$ cat config.mk
export PLATFORM = sky130hd
export DESIGN_NAME = device_grant_wait_queue
export DESIGN_NICKNAME = d
export VERILOG_FILES = /design/src/rtl/dgwq_pkg.sv /design/src/rtl/dgwq_ctrl.sv /design/src/rtl/dgwq_dp.sv /design/src/rtl/device_grant_wait_queue.sv
export SDC_FILE = /design/constraint.sdc
export NUM_CORES = 1
export LEC_CHECK = 0
export BUFFER_PORTS_ARGS = -buffer_cell sky130_fd_sc_hd__buf_2
export CORE_UTILIZATION = 35
export DETAILED_ROUTE_END_ITERATION = 10
export PLACE_DENSITY_LB_ADDON = 0.12
export RECOVER_POWER = 50
export SYNTH_ARGS = -nofsm -noshare
export SYNTH_HDL_FRONTEND = slang
export SYNTH_SLANG_ARGS = --single-unit
$ cat constraint.sdc
create_clock -name i_clk -period 15.2 [get_ports i_clk]
set_clock_uncertainty 0.05 [all_clocks]
set_input_delay 0 -clock i_clk [delete_from_list [all_inputs] [get_ports i_clk]]
set_output_delay 0 -clock i_clk [all_outputs]
set_load 0.01 [all_outputs]
$ cat src/rtl/dgwq_pkg.sv
package dgwq_pkg;

    // request kinds
    localparam logic [1:0] KIND_ACQUIRE     = 2'd0;
    localparam logic [1:0] KIND_RELEASE     = 2'd1;
    localparam logic [1:0] KIND_RELEASE_ALL = 2'd2;

    // result status codes
    localparam logic [2:0] ST_GRANTED  = 3'd0;
    localparam logic [2:0] ST_QUEUED   = 3'd1;
    localparam logic [2:0] ST_REJECTED = 3'd2;
    localparam logic [2:0] ST_RELEASED = 3'd3;
    localparam logic [2:0] ST_NOT_HELD = 3'd4;
    localparam logic [2:0] ST_ALL_DONE = 3'd5;

    // configuration register indexes
    localparam logic [2:0] CFG_CAP0 = 3'd0;
    localparam logic [2:0] CFG_CAP1 = 3'd1;
    localparam logic [2:0] CFG_CAP2 = 3'd2;
    localparam logic [2:0] CFG_CAP3 = 3'd3;
    localparam logic [2:0] CFG_EXCL = 3'd4;

    // controller to datapath commands
    typedef struct packed {
        logic load;       // capture request
        logic clr_idx;    // reset list scan index
        logic inc_idx;    // step list scan index
        logic inc_dev;    // step device, clear index
        logic do_acquire; // perform acquire
        logic do_remove;  // remove entry at index
        logic shift;      // one shift step
        logic emit;       // present result word
        logic emit_done;  // present release-all final word
        logic emit_miss;  // present not held word
    } t_cmd;

    // datapath to controller status
    typedef struct packed {
        logic kind_acq;
        logic kind_rel;
        logic kind_all;
        logic idx_end;    // scan index reached holder count
        logic hit;        // entry at index matches pid
        logic dev_end;    // last device scanned
        logic dev_ok;     // request device in range
        logic shift_end;  // no shift steps left
    } t_sts;

endpackage

$ cat src/rtl/dgwq_ctrl.sv
module dgwq_ctrl (
    input  logic            i_clk,
    input  logic            i_rst_n,
    input  logic            i_start,
    input  dgwq_pkg::t_sts  i_sts,
    output dgwq_pkg::t_cmd  o_cmd,
    output logic            o_busy
);

    typedef enum logic [2:0] {
        S_IDLE, S_DECODE, S_SCAN, S_SHIFT, S_NEXTDEV, S_DONE
    } t_state;

    t_state r_state, n_state;
    logic   r_all;
    logic   n_all;

    // next state and commands
    always_comb begin
        n_state = r_state;
        n_all   = r_all;
        o_cmd   = '0;
        case (r_state)
            S_IDLE: begin
                if (i_start) begin
                    o_cmd.load = 1'b1;
                    n_state    = S_DECODE;
                end
            end
            S_DECODE: begin
                o_cmd.clr_idx = 1'b1;
                n_all         = i_sts.kind_all;
                if (i_sts.kind_acq) begin
                    o_cmd.do_acquire = 1'b1;
                    o_cmd.emit       = 1'b1;
                    n_state          = S_IDLE;
                end else if (i_sts.kind_rel) begin
                    if (i_sts.dev_ok) begin
                        n_state = S_SCAN;
                    end else begin
                        o_cmd.emit_miss = 1'b1;
                        n_state         = S_IDLE;
                    end
                end else if (i_sts.kind_all) begin
                    n_state = S_SCAN;
                end else begin
                    n_state = S_IDLE;
                end
            end
            S_SCAN: begin
                if (i_sts.idx_end) begin
                    if (r_all) begin
                        n_state = S_NEXTDEV;
                    end else begin
                        o_cmd.emit_miss = 1'b1;
                        n_state         = S_IDLE;
                    end
                end else if (i_sts.hit) begin
                    o_cmd.do_remove = 1'b1;
                    o_cmd.emit      = 1'b1;
                    n_state         = S_SHIFT;
                end else begin
                    o_cmd.inc_idx = 1'b1;
                end
            end
            S_SHIFT: begin
                if (i_sts.shift_end) begin
                    n_state = r_all ? S_SCAN : S_IDLE;
                end else begin
                    o_cmd.shift = 1'b1;
                end
            end
            S_NEXTDEV: begin
                if (i_sts.dev_end) begin
                    n_state = S_DONE;
                end else begin
                    o_cmd.inc_dev = 1'b1;
                    n_state       = S_SCAN;
                end
            end
            S_DONE: begin
                o_cmd.emit_done = 1'b1;
                n_state         = S_IDLE;
            end
            default: n_state = S_IDLE;
        endcase
    end

    // state register
    always_ff @(posedge i_clk) begin
        if (!i_rst_n) begin
            r_state <= S_IDLE;
            r_all   <= 1'b0;
        end else begin
            r_state <= n_state;
            r_all   <= n_all;
        end
    end

    assign o_busy = (r_state != S_IDLE);

    // a word is emitted only while busy
    a_emit_busy: assert property (@(posedge i_clk) disable iff (!i_rst_n)
        (o_cmd.emit || o_cmd.emit_done || o_cmd.emit_miss) |-> o_busy)
        else $error("word emitted while idle");
    // at most one emit kind per cycle
    a_emit_one: assert property (@(posedge i_clk) disable iff (!i_rst_n)
        $onehot0({o_cmd.emit, o_cmd.emit_done, o_cmd.emit_miss}))
        else $error("two words in one cycle");
    // load only from idle
    a_load_idle: assert property (@(posedge i_clk) disable iff (!i_rst_n)
        o_cmd.load |-> !o_busy)
        else $error("load while busy");

endmodule

$ cat src/rtl/dgwq_dp.sv
module dgwq_dp #(
    parameter int NUM_DEVICES  = 4,
    parameter int HOLDER_DEPTH = 8,
    parameter int WAIT_DEPTH   = 8
) (
    input  logic            i_clk,
    input  logic            i_rst_n,
    input  dgwq_pkg::t_cmd  i_cmd,
    output dgwq_pkg::t_sts  o_sts,
    input  logic [1:0]      i_kind,
    input  logic [7:0]      i_pid,
    input  logic [1:0]      i_device,
    input  logic            i_cfg_we,
    input  logic [2:0]      i_cfg_idx,
    input  logic [3:0]      i_cfg_data,
    output logic            o_valid,
    output logic [2:0]      o_status,
    output logic [1:0]      o_device_out,
    output logic            o_woke_valid,
    output logic [7:0]      o_woke_pid,
    output logic            o_last
);

    localparam int DW = (NUM_DEVICES > 1) ? $clog2(NUM_DEVICES) : 1;
    localparam int HW = (HOLDER_DEPTH > 1) ? $clog2(HOLDER_DEPTH) : 1;
    localparam int WW = (WAIT_DEPTH > 1) ? $clog2(WAIT_DEPTH) : 1;
    localparam int HCW = $clog2(HOLDER_DEPTH + 1);
    localparam int WCW = $clog2(WAIT_DEPTH + 1);

    // list storage, shifted one entry per cycle during a removal's shift steps
    logic [7:0]     r_hold [NUM_DEVICES][HOLDER_DEPTH];
    logic [7:0]     r_wait [NUM_DEVICES][WAIT_DEPTH];
    logic [HCW-1:0] r_hcnt [NUM_DEVICES];
    logic [WCW-1:0] r_wcnt [NUM_DEVICES];
    logic [3:0]     r_cap  [4];
    logic [3:0]     r_excl;

    logic [1:0]  r_kind;
    logic [7:0]  r_pid;
    logic [1:0]  r_dev_in;
    logic [DW-1:0] r_dev;
    logic [HCW-1:0] r_idx;
    logic [HCW-1:0] r_sh;    // shift position
    logic [WCW-1:0] r_wsh;   // wait shift position

    logic [DW-1:0] w_dev;
    logic          w_excl;
    logic [3:0]    w_cap;
    logic [HCW-1:0] w_hc;
    logic [WCW-1:0] w_wc;
    logic          w_pop;
    logic          w_hsh_end, w_wsh_end;

    assign w_dev  = r_dev;
    assign w_hc   = r_hcnt[w_dev];
    assign w_wc   = r_wcnt[w_dev];
    assign w_excl = ({30'd0, r_dev_in} < 32'(NUM_DEVICES) || r_kind == dgwq_pkg::KIND_RELEASE_ALL)
                    && (32'(w_dev) < 32'd4) && r_excl[2'(w_dev)];
    assign w_cap  = r_cap[2'(w_dev)];
    assign w_pop  = w_excl && (w_wc != '0);
    assign w_hsh_end = (32'(r_sh) > 32'(w_hc));
    assign w_wsh_end = (32'(r_wsh) > 32'(w_wc));

    // status to controller
    always_comb begin
        o_sts.kind_acq  = (r_kind == dgwq_pkg::KIND_ACQUIRE);
        o_sts.kind_rel  = (r_kind == dgwq_pkg::KIND_RELEASE);
        o_sts.kind_all  = (r_kind == dgwq_pkg::KIND_RELEASE_ALL);
        o_sts.dev_ok    = ({30'd0, r_dev_in} < 32'(NUM_DEVICES));
        o_sts.idx_end   = (r_idx >= w_hc);
        o_sts.hit       = (r_idx < w_hc) && (r_hold[w_dev][HW'(r_idx)] == r_pid);
        o_sts.dev_end   = (32'(w_dev) == NUM_DEVICES - 1);
        o_sts.shift_end = w_hsh_end && (r_wsh == '0 || w_wsh_end);
    end

    // datapath registers
    always_ff @(posedge i_clk) begin
        if (!i_rst_n) begin
            for (int d = 0; d < NUM_DEVICES; d++) begin
                r_hcnt[d] <= '0;
                r_wcnt[d] <= '0;
            end
            for (int c = 0; c < 4; c++) r_cap[c] <= 4'd1;
            r_excl  <= '0;
            r_idx   <= '0;
            r_sh    <= '0;
            r_wsh   <= '0;
            r_dev   <= '0;
            o_valid <= 1'b0;
        end else begin
            // result strobe
            o_valid <= i_cmd.do_acquire | i_cmd.do_remove | i_cmd.emit_miss
                       | i_cmd.emit_done;
            // configuration writes
            if (i_cfg_we) begin
                case (i_cfg_idx)
                    dgwq_pkg::CFG_CAP0: r_cap[0] <= i_cfg_data;
                    dgwq_pkg::CFG_CAP1: r_cap[1] <= i_cfg_data;
                    dgwq_pkg::CFG_CAP2: r_cap[2] <= i_cfg_data;
                    dgwq_pkg::CFG_CAP3: r_cap[3] <= i_cfg_data;
                    dgwq_pkg::CFG_EXCL: r_excl   <= i_cfg_data;
                    default: ;
                endcase
            end
            // request capture
            if (i_cmd.load) begin
                r_kind   <= i_kind;
                r_pid    <= i_pid;
                r_dev_in <= i_device;
                r_dev    <= (i_kind == dgwq_pkg::KIND_RELEASE_ALL) ? '0 : DW'(i_device);
            end
            if (i_cmd.clr_idx) r_idx <= '0;
            if (i_cmd.inc_idx) r_idx <= r_idx + 1'b1;
            if (i_cmd.inc_dev) begin
                r_dev <= r_dev + 1'b1;
                r_idx <= '0;
            end
            // acquire
            if (i_cmd.do_acquire) begin
                o_device_out <= r_dev_in;
                o_woke_valid <= 1'b0;
                o_woke_pid   <= '0;
                o_last       <= 1'b1;
                if (!o_sts.dev_ok) begin
                    o_status <= dgwq_pkg::ST_REJECTED;
                end else if (w_excl && ({{(32-HCW){1'b0}}, w_hc} >= 32'(w_cap))) begin
                    if (32'(w_wc) >= WAIT_DEPTH) begin
                        o_status <= dgwq_pkg::ST_REJECTED;
                    end else begin
                        r_wait[w_dev][WW'(w_wc)] <= r_pid;
                        r_wcnt[w_dev] <= w_wc + 1'b1;
                        o_status <= dgwq_pkg::ST_QUEUED;
                    end
                end else if (32'(w_hc) >= HOLDER_DEPTH) begin
                    o_status <= dgwq_pkg::ST_REJECTED;
                end else begin
                    r_hold[w_dev][HW'(w_hc)] <= r_pid;
                    r_hcnt[w_dev] <= w_hc + 1'b1;
                    o_status <= dgwq_pkg::ST_GRANTED;
                end
            end
            // removal: report and start shifts
            if (i_cmd.do_remove) begin
                o_status     <= dgwq_pkg::ST_RELEASED;
                o_device_out <= 2'(w_dev);
                o_woke_valid <= w_pop;
                o_woke_pid   <= w_pop ? r_wait[w_dev][0] : 8'd0;
                o_last       <= (r_kind != dgwq_pkg::KIND_RELEASE_ALL);
                r_hcnt[w_dev] <= w_hc - 1'b1;
                r_sh  <= r_idx + 1'b1;
                if (w_pop) begin
                    r_wcnt[w_dev] <= w_wc - 1'b1;
                    r_wsh <= WCW'(1);
                end else begin
                    r_wsh <= '0;
                end
            end
            // one shift step on each list; counts already reduced
            if (i_cmd.shift) begin
                if (!w_hsh_end) begin
                    r_hold[w_dev][HW'(r_sh - 1'b1)] <= r_hold[w_dev][HW'(r_sh)];
                    r_sh <= r_sh + 1'b1;
                end
                if (r_wsh != '0) begin
                    if (32'(r_wsh) <= 32'(w_wc)) begin
                        r_wait[w_dev][WW'(r_wsh - 1'b1)] <= r_wait[w_dev][WW'(r_wsh)];
                        r_wsh <= r_wsh + 1'b1;
                    end else begin
                        r_wsh <= '0;
                    end
                end
            end
            if (i_cmd.emit_miss) begin
                o_status     <= dgwq_pkg::ST_NOT_HELD;
                o_device_out <= r_dev_in;
                o_woke_valid <= 1'b0;
                o_woke_pid   <= '0;
                o_last       <= 1'b1;
            end
            if (i_cmd.emit_done) begin
                o_status     <= dgwq_pkg::ST_ALL_DONE;
                o_device_out <= '0;
                o_woke_valid <= 1'b0;
                o_woke_pid   <= '0;
                o_last       <= 1'b1;
            end
        end
    end

    // device 0 counts never exceed depth
    a_hcnt: assert property (@(posedge i_clk) disable iff (!i_rst_n)
        32'(r_hcnt[0]) <= HOLDER_DEPTH)
        else $error("holder count overflow");
    a_wcnt: assert property (@(posedge i_clk) disable iff (!i_rst_n)
        32'(r_wcnt[0]) <= WAIT_DEPTH)
        else $error("wait count overflow");
    // woken pid only with a release word
    a_woke: assert property (@(posedge i_clk) disable iff (!i_rst_n)
        (o_valid && o_woke_valid) |-> (o_status == dgwq_pkg::ST_RELEASED))
        else $error("woken pid without release");

endmodule

$ cat src/rtl/device_grant_wait_queue.sv
// acquire: start captures the request, then the decode state applies it and registers the result strobe
// release: decode, a holder scan up to the matching entry, then shift steps on the holder and wait lists
// release-all: one list scan and one shift pass per removed entry on every device
// the scan walks one holder entry per cycle and shifts one entry per cycle
// results are strobed one cycle each; the receiver cannot stall
// synchronous active-low reset empties all lists and loads default configuration
module device_grant_wait_queue #(
    parameter int NUM_DEVICES  = 4,
    parameter int HOLDER_DEPTH = 8,
    parameter int WAIT_DEPTH   = 8
) (
    input  logic       i_clk,
    input  logic       i_rst_n,
    input  logic       start,
    output logic       busy,
    input  logic [1:0] i_kind,
    input  logic [7:0] i_pid,
    input  logic [1:0] i_device,
    input  logic       i_cfg_we,
    input  logic [2:0] i_cfg_idx,
    input  logic [3:0] i_cfg_data,
    output logic       o_valid,
    output logic [2:0] o_status,
    output logic [1:0] o_device_out,
    output logic       o_woke_valid,
    output logic [7:0] o_woke_pid,
    output logic       o_last
);

    dgwq_pkg::t_cmd w_cmd;
    dgwq_pkg::t_sts w_sts;

    // sequencer
    dgwq_ctrl u_ctrl (
        .i_clk   (i_clk),
        .i_rst_n (i_rst_n),
        .i_start (start),
        .i_sts   (w_sts),
        .o_cmd   (w_cmd),
        .o_busy  (busy)
    );

    // lists and result word
    dgwq_dp #(
        .NUM_DEVICES  (NUM_DEVICES),
        .HOLDER_DEPTH (HOLDER_DEPTH),
        .WAIT_DEPTH   (WAIT_DEPTH)
    ) u_dp (
        .i_clk        (i_clk),
        .i_rst_n      (i_rst_n),
        .i_cmd        (w_cmd),
        .o_sts        (w_sts),
        .i_kind       (i_kind),
        .i_pid        (i_pid),
        .i_device     (i_device),
        .i_cfg_we     (i_cfg_we),
        .i_cfg_idx    (i_cfg_idx),
        .i_cfg_data   (i_cfg_data),
        .o_valid      (o_valid),
        .o_status     (o_status),
        .o_device_out (o_device_out),
        .o_woke_valid (o_woke_valid),
        .o_woke_pid   (o_woke_pid),
        .o_last       (o_last)
    );

endmodule
==> results of run 1 <==
==> critical path: cells and delay by family (launching register included) <==
| kind | cells | cell delay [ns] |
|---|---|---|
| compound gates | 5 | 1.17 |
| xor+xnor | 1 | 0.16 |
| fa+ha+maj | 1 | 0.30 |
| buf+inv | 3 | 3.32 |
| flops | 1 | 1.71 |
| mux | 1 | 0.57 |
| simple gates | 6 | 2.17 |
==> logic make-up (layout without fill, tap and decap cells) <==
group / after synthesis / in the layout / share of synthesized area [%]
fa+ha+maj: 31 / 31 / 1.44
buf+inv: 135 / 260 / 1.96
flops: 612 / 612 / 65.9
mux: 300 / 300 / 19.3
compound gates: 162 / 162 / 3.65
simple gates: 393 / 393 / 7.33
xor+xnor: 14 / 14 / 0.446
==> what timing repair did <==
item                                   4_1_cts  5_1_grt
hold buffers                                28        0
setup endpoints to repair                    0        0
endpoints found under the hold margin       60        0
==> metrics by stage <==
| stage | hold slack (ns) | setup WS (ns) | total power (W) | utilization [%] | cell area [um2] |
|---|---|---|---|---|---|
| 5_1_grt | 0.0408 | 4.43 | 0.00382 | 40.2 | 31200 |
| 4_1_cts | 0.0320 | 7.64 | 0.00376 | 40.4 | 31300 |
| 3_5_place_dp | 0.130 | 7.66 | 0.00216 | 37.3 | 28900 |
| 2_1_floorplan | 0.0489 | 8.66 | 0.00206 | - | 27500 |
| 3_3_place_gp | 0.130 | 7.77 | 0.00215 | 37.3 | 28900 |
| 6_report | 0.0575 | 5.41 | 0.00371 | 40.2 | 31200 |
==> metal layers <==
metal	global-route usage (%)	vias to the layer above	share of wire, %
met5	0	-	0
met4	7.42	0	3.4
met3	2.54	140	4.1
met2	34.6	443	51
met1	26.1	8159	42
li1	-	6706	-
==> cells in the final DEF (no fill, tap or decap), types with 13 or more instances in the layout <==
cell / instances
edfxtp_1: 587
mux4_2: 174
nand2_1: 121
clkbuf_16: 71
nor2_1: 64
mux2_1: 55
o21ai_0: 50
nor2b_1: 47
clkbuf_1: 42
mux2_2: 37
a21oi_1: 34
mux2i_1: 32
inv_1: 30
ha_1: 30
dlygate4sd3_1: 28
nor3_1: 27
buf_4: 27
dfxtp_1: 24
o22ai_1: 19
buf_2: 18
and2_1: 17
and2_0: 17
nand3_1: 15
clkinv_1: 14
nand2b_1: 13
==> synth_stat cells (25+ instances only) <==
library cell and n:
mux2_2 92, a21oi_1 34, nand2_1 121, dfxtp_1 25, nor3_1 28, ha_1 30, nor2_1 64, buf_1 27
mux4_2 174, and2_1 33, inv_1 30, clkbuf_1 59, edfxtp_1 587, mux2i_1 34, o21ai_0 50, nor2b_1 47
==> layout make-up <==
cell class	count	area, um2	share of cell area (%)
repair buffers	105	694	2.22
clock buffers	84	1850	5.91
clock inverters	38	308	0.986
well taps	1040	1300	4.17
inverters	33	124	0.397
multi-input cells	900	8820	28.3
flip-flops and latches	612	18100	58.1
==> path summary, 6_finish.rpt <==
kind / startpoint / endpoint / slack, ns
worst max-delay path: flip-flop / u_dp.r_wcnt[2][3] / 5.41
worst min-delay path: i_pid[7] / u_dp.r_pid[7] / 0.06
worst max register to register: flip-flop / u_dp.r_wcnt[2][3] / 5.41
worst min register to register: u_dp.r_excl[2] / u_dp.r_excl[2] / 0.46
==> state kept, by name (all words and copies together), names as in the netlist, 3 cells and up, named ones only <==
signal,flops
u_dp.r_hold,256
u_dp.r_wsh,4
u_dp.r_idx,4
u_dp.r_pid,8
u_dp.r_cap,16
u_dp.r_wcnt,16
u_ctrl.r_state,3
u_dp.r_excl,4
u_dp.r_hcnt,16
u_dp.o_status,3
u_dp.o_woke_pid,8
u_dp.r_wait,256
u_dp.r_sh,4
==> power breakdown <==
group | switching (W) | internal, W | total, W
logic | 0.000151 | 0.0000981 | 0.000249
registers | 0.0000146 | 0.00186 | 0.00187
clock network | 0.000676 | 0.000919 | 0.00160
==> results.cfg, run 1 <==
[outcome]
status = complete, but fails checks
violations = capacitance limit, slew limit

[grt]
antenna_found_initial = 4
grt_max_degree = 60
grt_pass1_wl_mm = 113
overflow = 0
grt_pass1_vias = 15800
grt_use_total_pct = 20.2

[floorplanning]
fp.dieH_um = 282
die_x_um = 282
row_count = 102
die-area_um2 = 79700
coreArea_um2 = 77600
initial_utilization_pct = 35.4
ios = 40

[critical_path]
path_max_fanout = 44
slowest_delay_ns = 1.90
crit_slowest_cell = clkbuf_1
cp.arrival_ns = 10.06
endpoint_kind = flip-flop
setup.worst_path.start_class = flip-flop
path_common_cell = nor2_1
worst_r2r_path_depth = 17
cp.required_ns = 15.47
setup.worst_path.class = flip-flop to flip-flop
cp_cell_sequence = clkbuf_1 -> buf_4 -> inv_1 -> mux4_2 -> a22oi_1 -> and3_1 -> o211ai_1 -> or4_1 -> or3_1 -> nor2_1 -> ha_1 -> a21o_1 -> a21oi_1 -> xnor2_1 -> nor2_1 -> a41oi_1 -> nor2_1

[placed_design]
dpl.cell_count = 2662
io_buffers = 39
gp_congestion = 0.797
dpl.hpwl_mm = 51.9

[synthesis]
synthCells = 1647
yosys-top-cells-area = edfxtp_1, mux4_2, mux2_2
synth_seq_cells = 612
yosysWarningCount = 0
yosys.area.top_type = edfxtp_1
syn_avg_cell_area_um2 = 16.7
ys.flop_type = edfxtp_1
synth_top_area_share_pct = 64.1
ys_seq_area_share_pct = 65.9
synthArstFlopShare_pct = 0
ys_types = 64
synth_nets = 1701
netlist_area_um2 = 27500
synth_edf_count = 587

[timing]
tns_ns = 0
max_freq_ghz = 0.102
slew_headroom_pct = -68.4
hold_viol_final = 0
period_minus_slack_ns = 9.79
worstMarginPinSlew_ns = 2.53
finalCritPeriodShare_pct = 64.4
slew_viol_final = 108
grt_setup_unrepaired = no
setup-violations-final = 0

[cts]
cts_buffer_depth = 3
post_cts_buffers = 0
cts.reportedPaths.clkPinSlew_ns = 0.06
cts_resized = 0
htree_levels = 3
cts_buffers = 70
cts_tree = done
cts_root_buf = clkbuf_16
clk_latency_ns = 0.61
clock-sinks = 612

[power]
powerDensity_nw_per_um2 = 119
ir_drop_v = 0.0000766
p_leak_nw = 9.73

[cells_and_area]
final_cells = 2812
drive_gt1_share_pct = 21.0
antenna_cells = 0
syn_to_final_growth_pct = 13.6
nFillCells = 7233
final_nets = 1776

[route]
drt_iter0_drc = 1496
ant_nets = 0
drt_pre_antenna_iters = 5
wl_mm = 79.2
drc = 0
routedWlPerCell_um = 28.2
viasPerCell = 5.49
via_count = 15400

[hold_path]
hold_path.class = input pin to flip-flop
holdPathStages = 2

[job]
cap_viol_max_count = 6
(Power assumes the default switching activity.)
==> run 2: changes to the inputs <==
ABC_AREA = 1   (was default)
clock period = 9.2 ns   (was 15.2 ns; I/O delays follow)
==> run 2 against run 1 <==
Compared with the run above:
- critical path depth grew 5
- final cell count grew 36%
- the run still ends with capacitance limit, slew limit left
- sequential share of layout area shrank 0.50 points
- largest power group unchanged
- via count grew 32%
==> results.cfg, run 2 <==
[outcome]
status = complete, but fails checks
violations = capacitance limit, slew limit

[timing]
setup-violations-final = 0
period_minus_slack_ns = 6.95
fin_ws_ns = 2.25
max_freq_ghz = 0.144
slew_viol_final = 68
slew_headroom_pct = -34.0
finalCritPeriodShare_pct = 75.5
tns_ns = 0
grt_setup_unrepaired = no
worstMarginPinSlew_ns = 2.01
hold_viol_final = 0

[critical_path]
ff2ff_setup_slack_ns = 2.25
cp.required_ns = 9.51
cp.arrival_ns = 7.26
path_max_fanout = 93
r2r-end = u_dp.r_wcnt[1][3]
setup.worst_path.class = flip-flop to flip-flop
endpoint_kind = flip-flop
setup.worst_path.start_class = flip-flop
worst_r2r_path_depth = 22

[synthesis]
synth_seq_cells = 612
synth-xor-area-share_pct = 0.251
synthAdderAreaFrac_pct = 1.42
synthArstFlopShare_pct = 0
ys_types = 42
synthMuxAreaShare_pct = 0
synth_common_cells = nand2_1, edfxtp_1, nor2_1
synth_nets = 2779
synth_most_common_cell = nand2_1
synth_edf_count = 587
synthCells = 2725
yosys-top-cells-area = edfxtp_1, nand2_1, o21ai_0
netlist_area_um2 = 27900
yosysWarningCount = 0
synth_top_family_by_area = simple AND/OR/NAND/NOR gates
synth_top_area_share_pct = 63.1
ys_seq_area_share_pct = 64.9
synth_compound_area_share_pct = 10.7
yosys.area_share.simple_pct = 18.3
syn_avg_cell_area_um2 = 10.2
ys.flop_type = edfxtp_1
yosys.area.top_type = edfxtp_1

[floorplanning]
ios = 40
row_count = 103
die_x_um = 284
initial_utilization_pct = 35.3
fp.dieH_um = 284
die-area_um2 = 80900
coreArea_um2 = 79000

[route]
via_count = 20400
drc = 0
drt_pre_antenna_iters = 6
ant_nets = 0
routedWlPerCell_um = 22.6
wl_mm = 86.8
drt_iter0_drc = 2074
viasPerCell = 5.33

[cells_and_area]
final_nets = 2786
final_common_cell = nand2_1
antenna_cells = 0
drive_gt1_share_pct = 5.89
final_cell_mix = nand2_1, edfxtp_1, nor2_1, o21ai_0, nand3_1
biggestRegsByFlops = u_dp.r_hold: 256 flops, u_dp.r_wait: 256 flops
final_area_um2 = 31500
nFillCells = 7620
syn_to_final_growth_pct = 12.8

[cts]
clk_latency_ns = 0.62
cts.reportedPaths.clkPinSlew_ns = 0.06
cts_root_buf = clkbuf_16
cts_buffer_depth = 3
cts_buffers = 71
cts_tree = done
htree_levels = 3
clock-sinks = 612

[placed_design]
placed_cell_area_um2 = 29000
dpl.hpwl_mm = 53.6
io_buffers = 39
gp_congestion = 0.858
pre_cts_slack_ns = 3.30

[grt]
grt_max_degree = 127
grt_pass1_vias = 19300
overflow = 0
antenna_found_initial = 1
grt_use_total_pct = 21.3
grt_pass1_wl_mm = 128

[hold_path]
whs_endpoint = u_dp.r_pid[0]
holdPathStages = 2
hold_path.class = input pin to flip-flop
hold_start = i_pid[0]

[power]
p_leak_nw = 11.5
ir_drop_v = 0.000122
powerDensity_nw_per_um2 = 242

[job]
cap_viol_max_count = 3
## run 2: cell count changes in the layout (fill, tap and decap cells not counted), moves of 32 or more
cell	change
nor2b_1	-47
o21ai_0	+248
mux4_2	-174
nand2_1	+563
a21oi_1	+38
nand3_1	+181
mux2_1	-55
inv_1	+80
mux2_2	-37
nor2_1	+288
mux2i_1	-32
## run 2: kinds of logic (layout without fill, tap and decap cells)
logic type	count (synthesis)	count (layout)
and+or+nand+nor	1264	1264
DFF	612	612
AOI/OAI and AO/OA	517	517
buffers and inverters	293	354
adders and majority gates	31	31
xor gates and xnor gates	8	8
## run 2: per-layer routing
layer  vias to the layer above  GRT usage, %  wire length [um]
met4                         0          7.58              2940
met1                     10000          28.8             37200
met5                         -             0                 0
li1                       9580             -                 -
met2                       695          35.3             41800
met3                       157          2.42              4760
## run 2: layout make-up
cell class	instances	area, um2	area share (%)
Tap cell	1050	1310	4.17
Inverter	124	475	1.51
Multi-Input combinational cell	1820	8540	27.1
Clock inverter	39	392	1.24
Sequential cell	612	18100	57.6
Clock buffer	88	1910	6.08
Timing Repair Buffer	103	729	2.32
## run 2: worst max-delay path by stage
stage,end,cells after the start,start,slack [ns]
floorplan,u_dp.r_wcnt[0][3],25,flip-flop,4.91
global placement,u_dp.r_wcnt[0][3],22,flip-flop,3.46
detailed placement,u_dp.r_wcnt[1][3],22,flip-flop,3.30
CTS,u_dp.r_wcnt[1][3],22,flip-flop,3.26
global route,u_dp.r_wcnt[1][3],22,flip-flop,1.64
finish,u_dp.r_wcnt[1][3],22,flip-flop,2.25
## run 2: per-stage QoR
step                instances  hold slack [ns]  utilization [%]  total power (W)
floorplan                2725           0.0489                -          0.00420
global placement         3677            0.131             36.7          0.00483
detailed placement       3677            0.129             36.7          0.00485
CTS                      3836           0.0136             40.0          0.00767
global route             3836           0.0464             39.9          0.00789
finish                   3836           0.0453             39.9          0.00761
## run 2: report_power, final
group / leakage [nW] / internal [W] / total, W / switching, W
Sequential: 5.54 / 0.00314 / 0.00318 / 0.0000397
Combinational: 4.82 / 0.000390 / 0.00161 / 0.00122
Clock: 1.12 / 0.00165 / 0.00281 / 0.00116
## run 2: worst max-delay path, cell delays in order, from the launching register on
cell and delay (ns):
dfxtp_1 0.43, inv_8 0.46, buf_4 0.84, nand2_1 0.12, a32oi_1 0.41, inv_1 0.25, ha_1 0.34, inv_1 0.06
o21bai_1 0.06, a221oi_1 0.33, and2_0 0.22, nand2_1 0.13, nor3_1 1.33, nand3_2 0.21, inv_1 0.23, ha_1 0.29
a21oi_1 0.17, nand2_1 0.10, xnor2_1 0.13, inv_1 0.07, nor2_1 0.04, nor2_1 0.22, nor2_1 0.08
## run 2: timing repair
action,CTS,global route
setup buffers,0,0
hold endpoints to repair,75,0
resized for setup,0,0
hold buffers,32,0
==> run 3: changes to the inputs <==
clock period = 6.6 ns   (was 9.2 ns; I/O delays follow)
==> run 3 against run 2 <==
Compared with the run above:
- the run still ends with capacitance limit, slew limit left
- highest routed layer unchanged
- critical path type unchanged
- critical path depth shrank 3
- clock-buffer cell count grew 3
- first-iteration DRC count shrank 6.0%
- combinational power grew 42%
- clock power grew 37%
- power grew 39%
- largest cell class unchanged
- worst setup slack lost 1.3 ns
==> results.cfg, run 3 (same netlist as run 2, synthesis figures left out) <==
[timing]
setup-violations-final = 0
grt_setup_unrepaired = no
fin_ws_ns = 0.981
finalCritPeriodShare_pct = 85.1
slew_headroom_pct = -31.4
worstMarginPinSlew_ns = 1.97
tns_ns = 0
max_freq_ghz = 0.178
hold_viol_final = 0
period_minus_slack_ns = 5.62
slew_viol_final = 52

[cts]
cts_root_buf = clkbuf_16
cts_tree = done
htree_levels = 3
cts_buffer_depth = 3
cts_resized = 0
clk_latency_ns = 0.63
postCtsHoldBufs = 31
post_cts_buffers = 0
cts_buffers = 72
cts.reportedPaths.clkPinSlew_ns = 0.06
clock-sinks = 612

[hold_path]
hold_path.class = input pin to flip-flop
hold_start = i_pid[0]
holdPathStages = 2
whs_endpoint = u_dp.r_pid[0]

[route]
drc = 0
ant_nets = 0
routedWlPerCell_um = 22.9
drt_pre_antenna_iters = 5
viasPerCell = 5.29
via_count = 20300
wl_mm = 88.2
drt_iter0_drc = 1950

[placed_design]
gp_congestion = 0.870
io_buffers = 39
dpl.hpwl_mm = 54.4
pre_cts_slack_ns = 1.29

[cells_and_area]
biggestRegsByFlops = u_dp.r_hold: 256 flops, u_dp.r_wait: 256 flops
final_nets = 2792
utilization_pct = 39.8
nFillCells = 7614
drive_gt1_share_pct = 5.87
final_common_cell = nand2_1
final_cell_mix = nand2_1, edfxtp_1, nor2_1, o21ai_0, nand3_1
syn_to_final_growth_pct = 12.7

[floorplanning]
die-area_um2 = 80900
fp.dieH_um = 284
coreArea_um2 = 79000
die_x_um = 284
row_count = 103
initial_utilization_pct = 35.3
ios = 40

[job]
cap_viol_max_count = 2

[critical_path]
endpoint_kind = flip-flop
r2r-end = u_dp.r_wcnt[2][3]
crit_slowest_cell = a32oi_1
ff2ff_setup_slack_ns = 0.98
path_max_fanout = 124
slowest_delay_ns = 1.06
setup.worst_path.class = flip-flop to flip-flop
cp.required_ns = 6.91
setup.worst_path.start_class = flip-flop
cp_cell_sequence = inv_8 -> nand2_1 -> a32oi_1 -> ha_1 -> o21bai_1 -> a221oi_1 -> and2_0 -> nand2_1 -> nor3_1 -> nand3_2 -> inv_1 -> ha_1 -> a21oi_1 -> nand2_1 -> xnor2_1 -> inv_1 -> nor2_1 -> nor2_1 -> nor2_1
cp.arrival_ns = 5.93
worst_r2r_path_depth = 19

[grt]
grt_max_degree = 125
grt_use_total_pct = 21.6
antenna_found_initial = 1
grt_pass1_wl_mm = 129
overflow = 0
grt_pass1_vias = 19600

[outcome]
status = complete, but fails checks
violations = capacitance limit, slew limit

[power]
ir_drop_v = 0.000191
p_leak_nw = 11.5
power_w = 0.0106
powerDensity_nw_per_um2 = 336
[run 3: cell type report]
type | instances | area, um2 | share of cell area [%]
antenna | 1 | 2.50 | 0.00796
clock buffer | 91 | 1890 | 6.02
clock inverter | 39 | 355 | 1.13
inverter | 124 | 475 | 1.51
multi-input combinational | 1820 | 8520 | 27.1
sequential | 612 | 18100 | 57.7
tap | 1050 | 1310 | 4.18
timing repair buffer | 108 | 756 | 2.40
[run 3: worst max-delay path by stage]
stage	slack [ns]	endpoint
after floorplan	2.31	u_dp.r_wcnt[0][3]
after global placement	1.49	u_dp.r_wcnt[1][3]
after detailed placement	1.29	u_dp.r_wcnt[1][3]
after CTS	1.27	u_dp.r_wcnt[2][3]
after global routing	0.47	u_dp.r_wcnt[1][3]
final	0.98	u_dp.r_wcnt[2][3]
[run 3: critical path, delay by kind of cell, from the launching register on]
| kind | cells | cell delay [ns] |
|---|---|---|
| DFF | 1 | 0.51 |
| buffers and inverters | 3 | 0.89 |
| and+or+nand+nor | 9 | 1.46 |
| AOI/OAI and AO/OA | 4 | 1.69 |
| xor gates and xnor gates | 1 | 0.13 |
| adders and majority gates | 2 | 0.60 |
[run 3: metrics by stage]
step,hold slack (ns),std cells,area [um2]
finish,0.0460,3845,31500
global route,0.0330,3844,31500
CTS,0.0138,3844,31600
detailed placement,0.129,3683,29000
global placement,0.130,3683,29000
floorplan,0.0489,2725,27900
[run 3: power breakdown]
| part | internal, W | leakage (nW) | total, W | switching, W |
|---|---|---|---|---|
| Sequential | 0.00438 | 5.54 | 0.00444 | 0.0000548 |
| Combinational | 0.000556 | 4.84 | 0.00228 | 0.00173 |
| Clock | 0.00221 | 1.08 | 0.00384 | 0.00163 |
| Total | 0.00715 | 11.5 | 0.0106 | 0.00341 |
[run 3: per-layer routing]
layer | part of all wire (%) | vias up | wire, um | global-route usage, %
li1 | - | 9596 | - | -
met2 | 48 | 667 | 42400 | 35.8
met1 | 43 | 9932 | 37700 | 29.0
met5 | 0 | - | 0 | 0
met4 | 3.1 | 0 | 2720 | 7.03
met3 | 6.1 | 152 | 5350 | 3.11
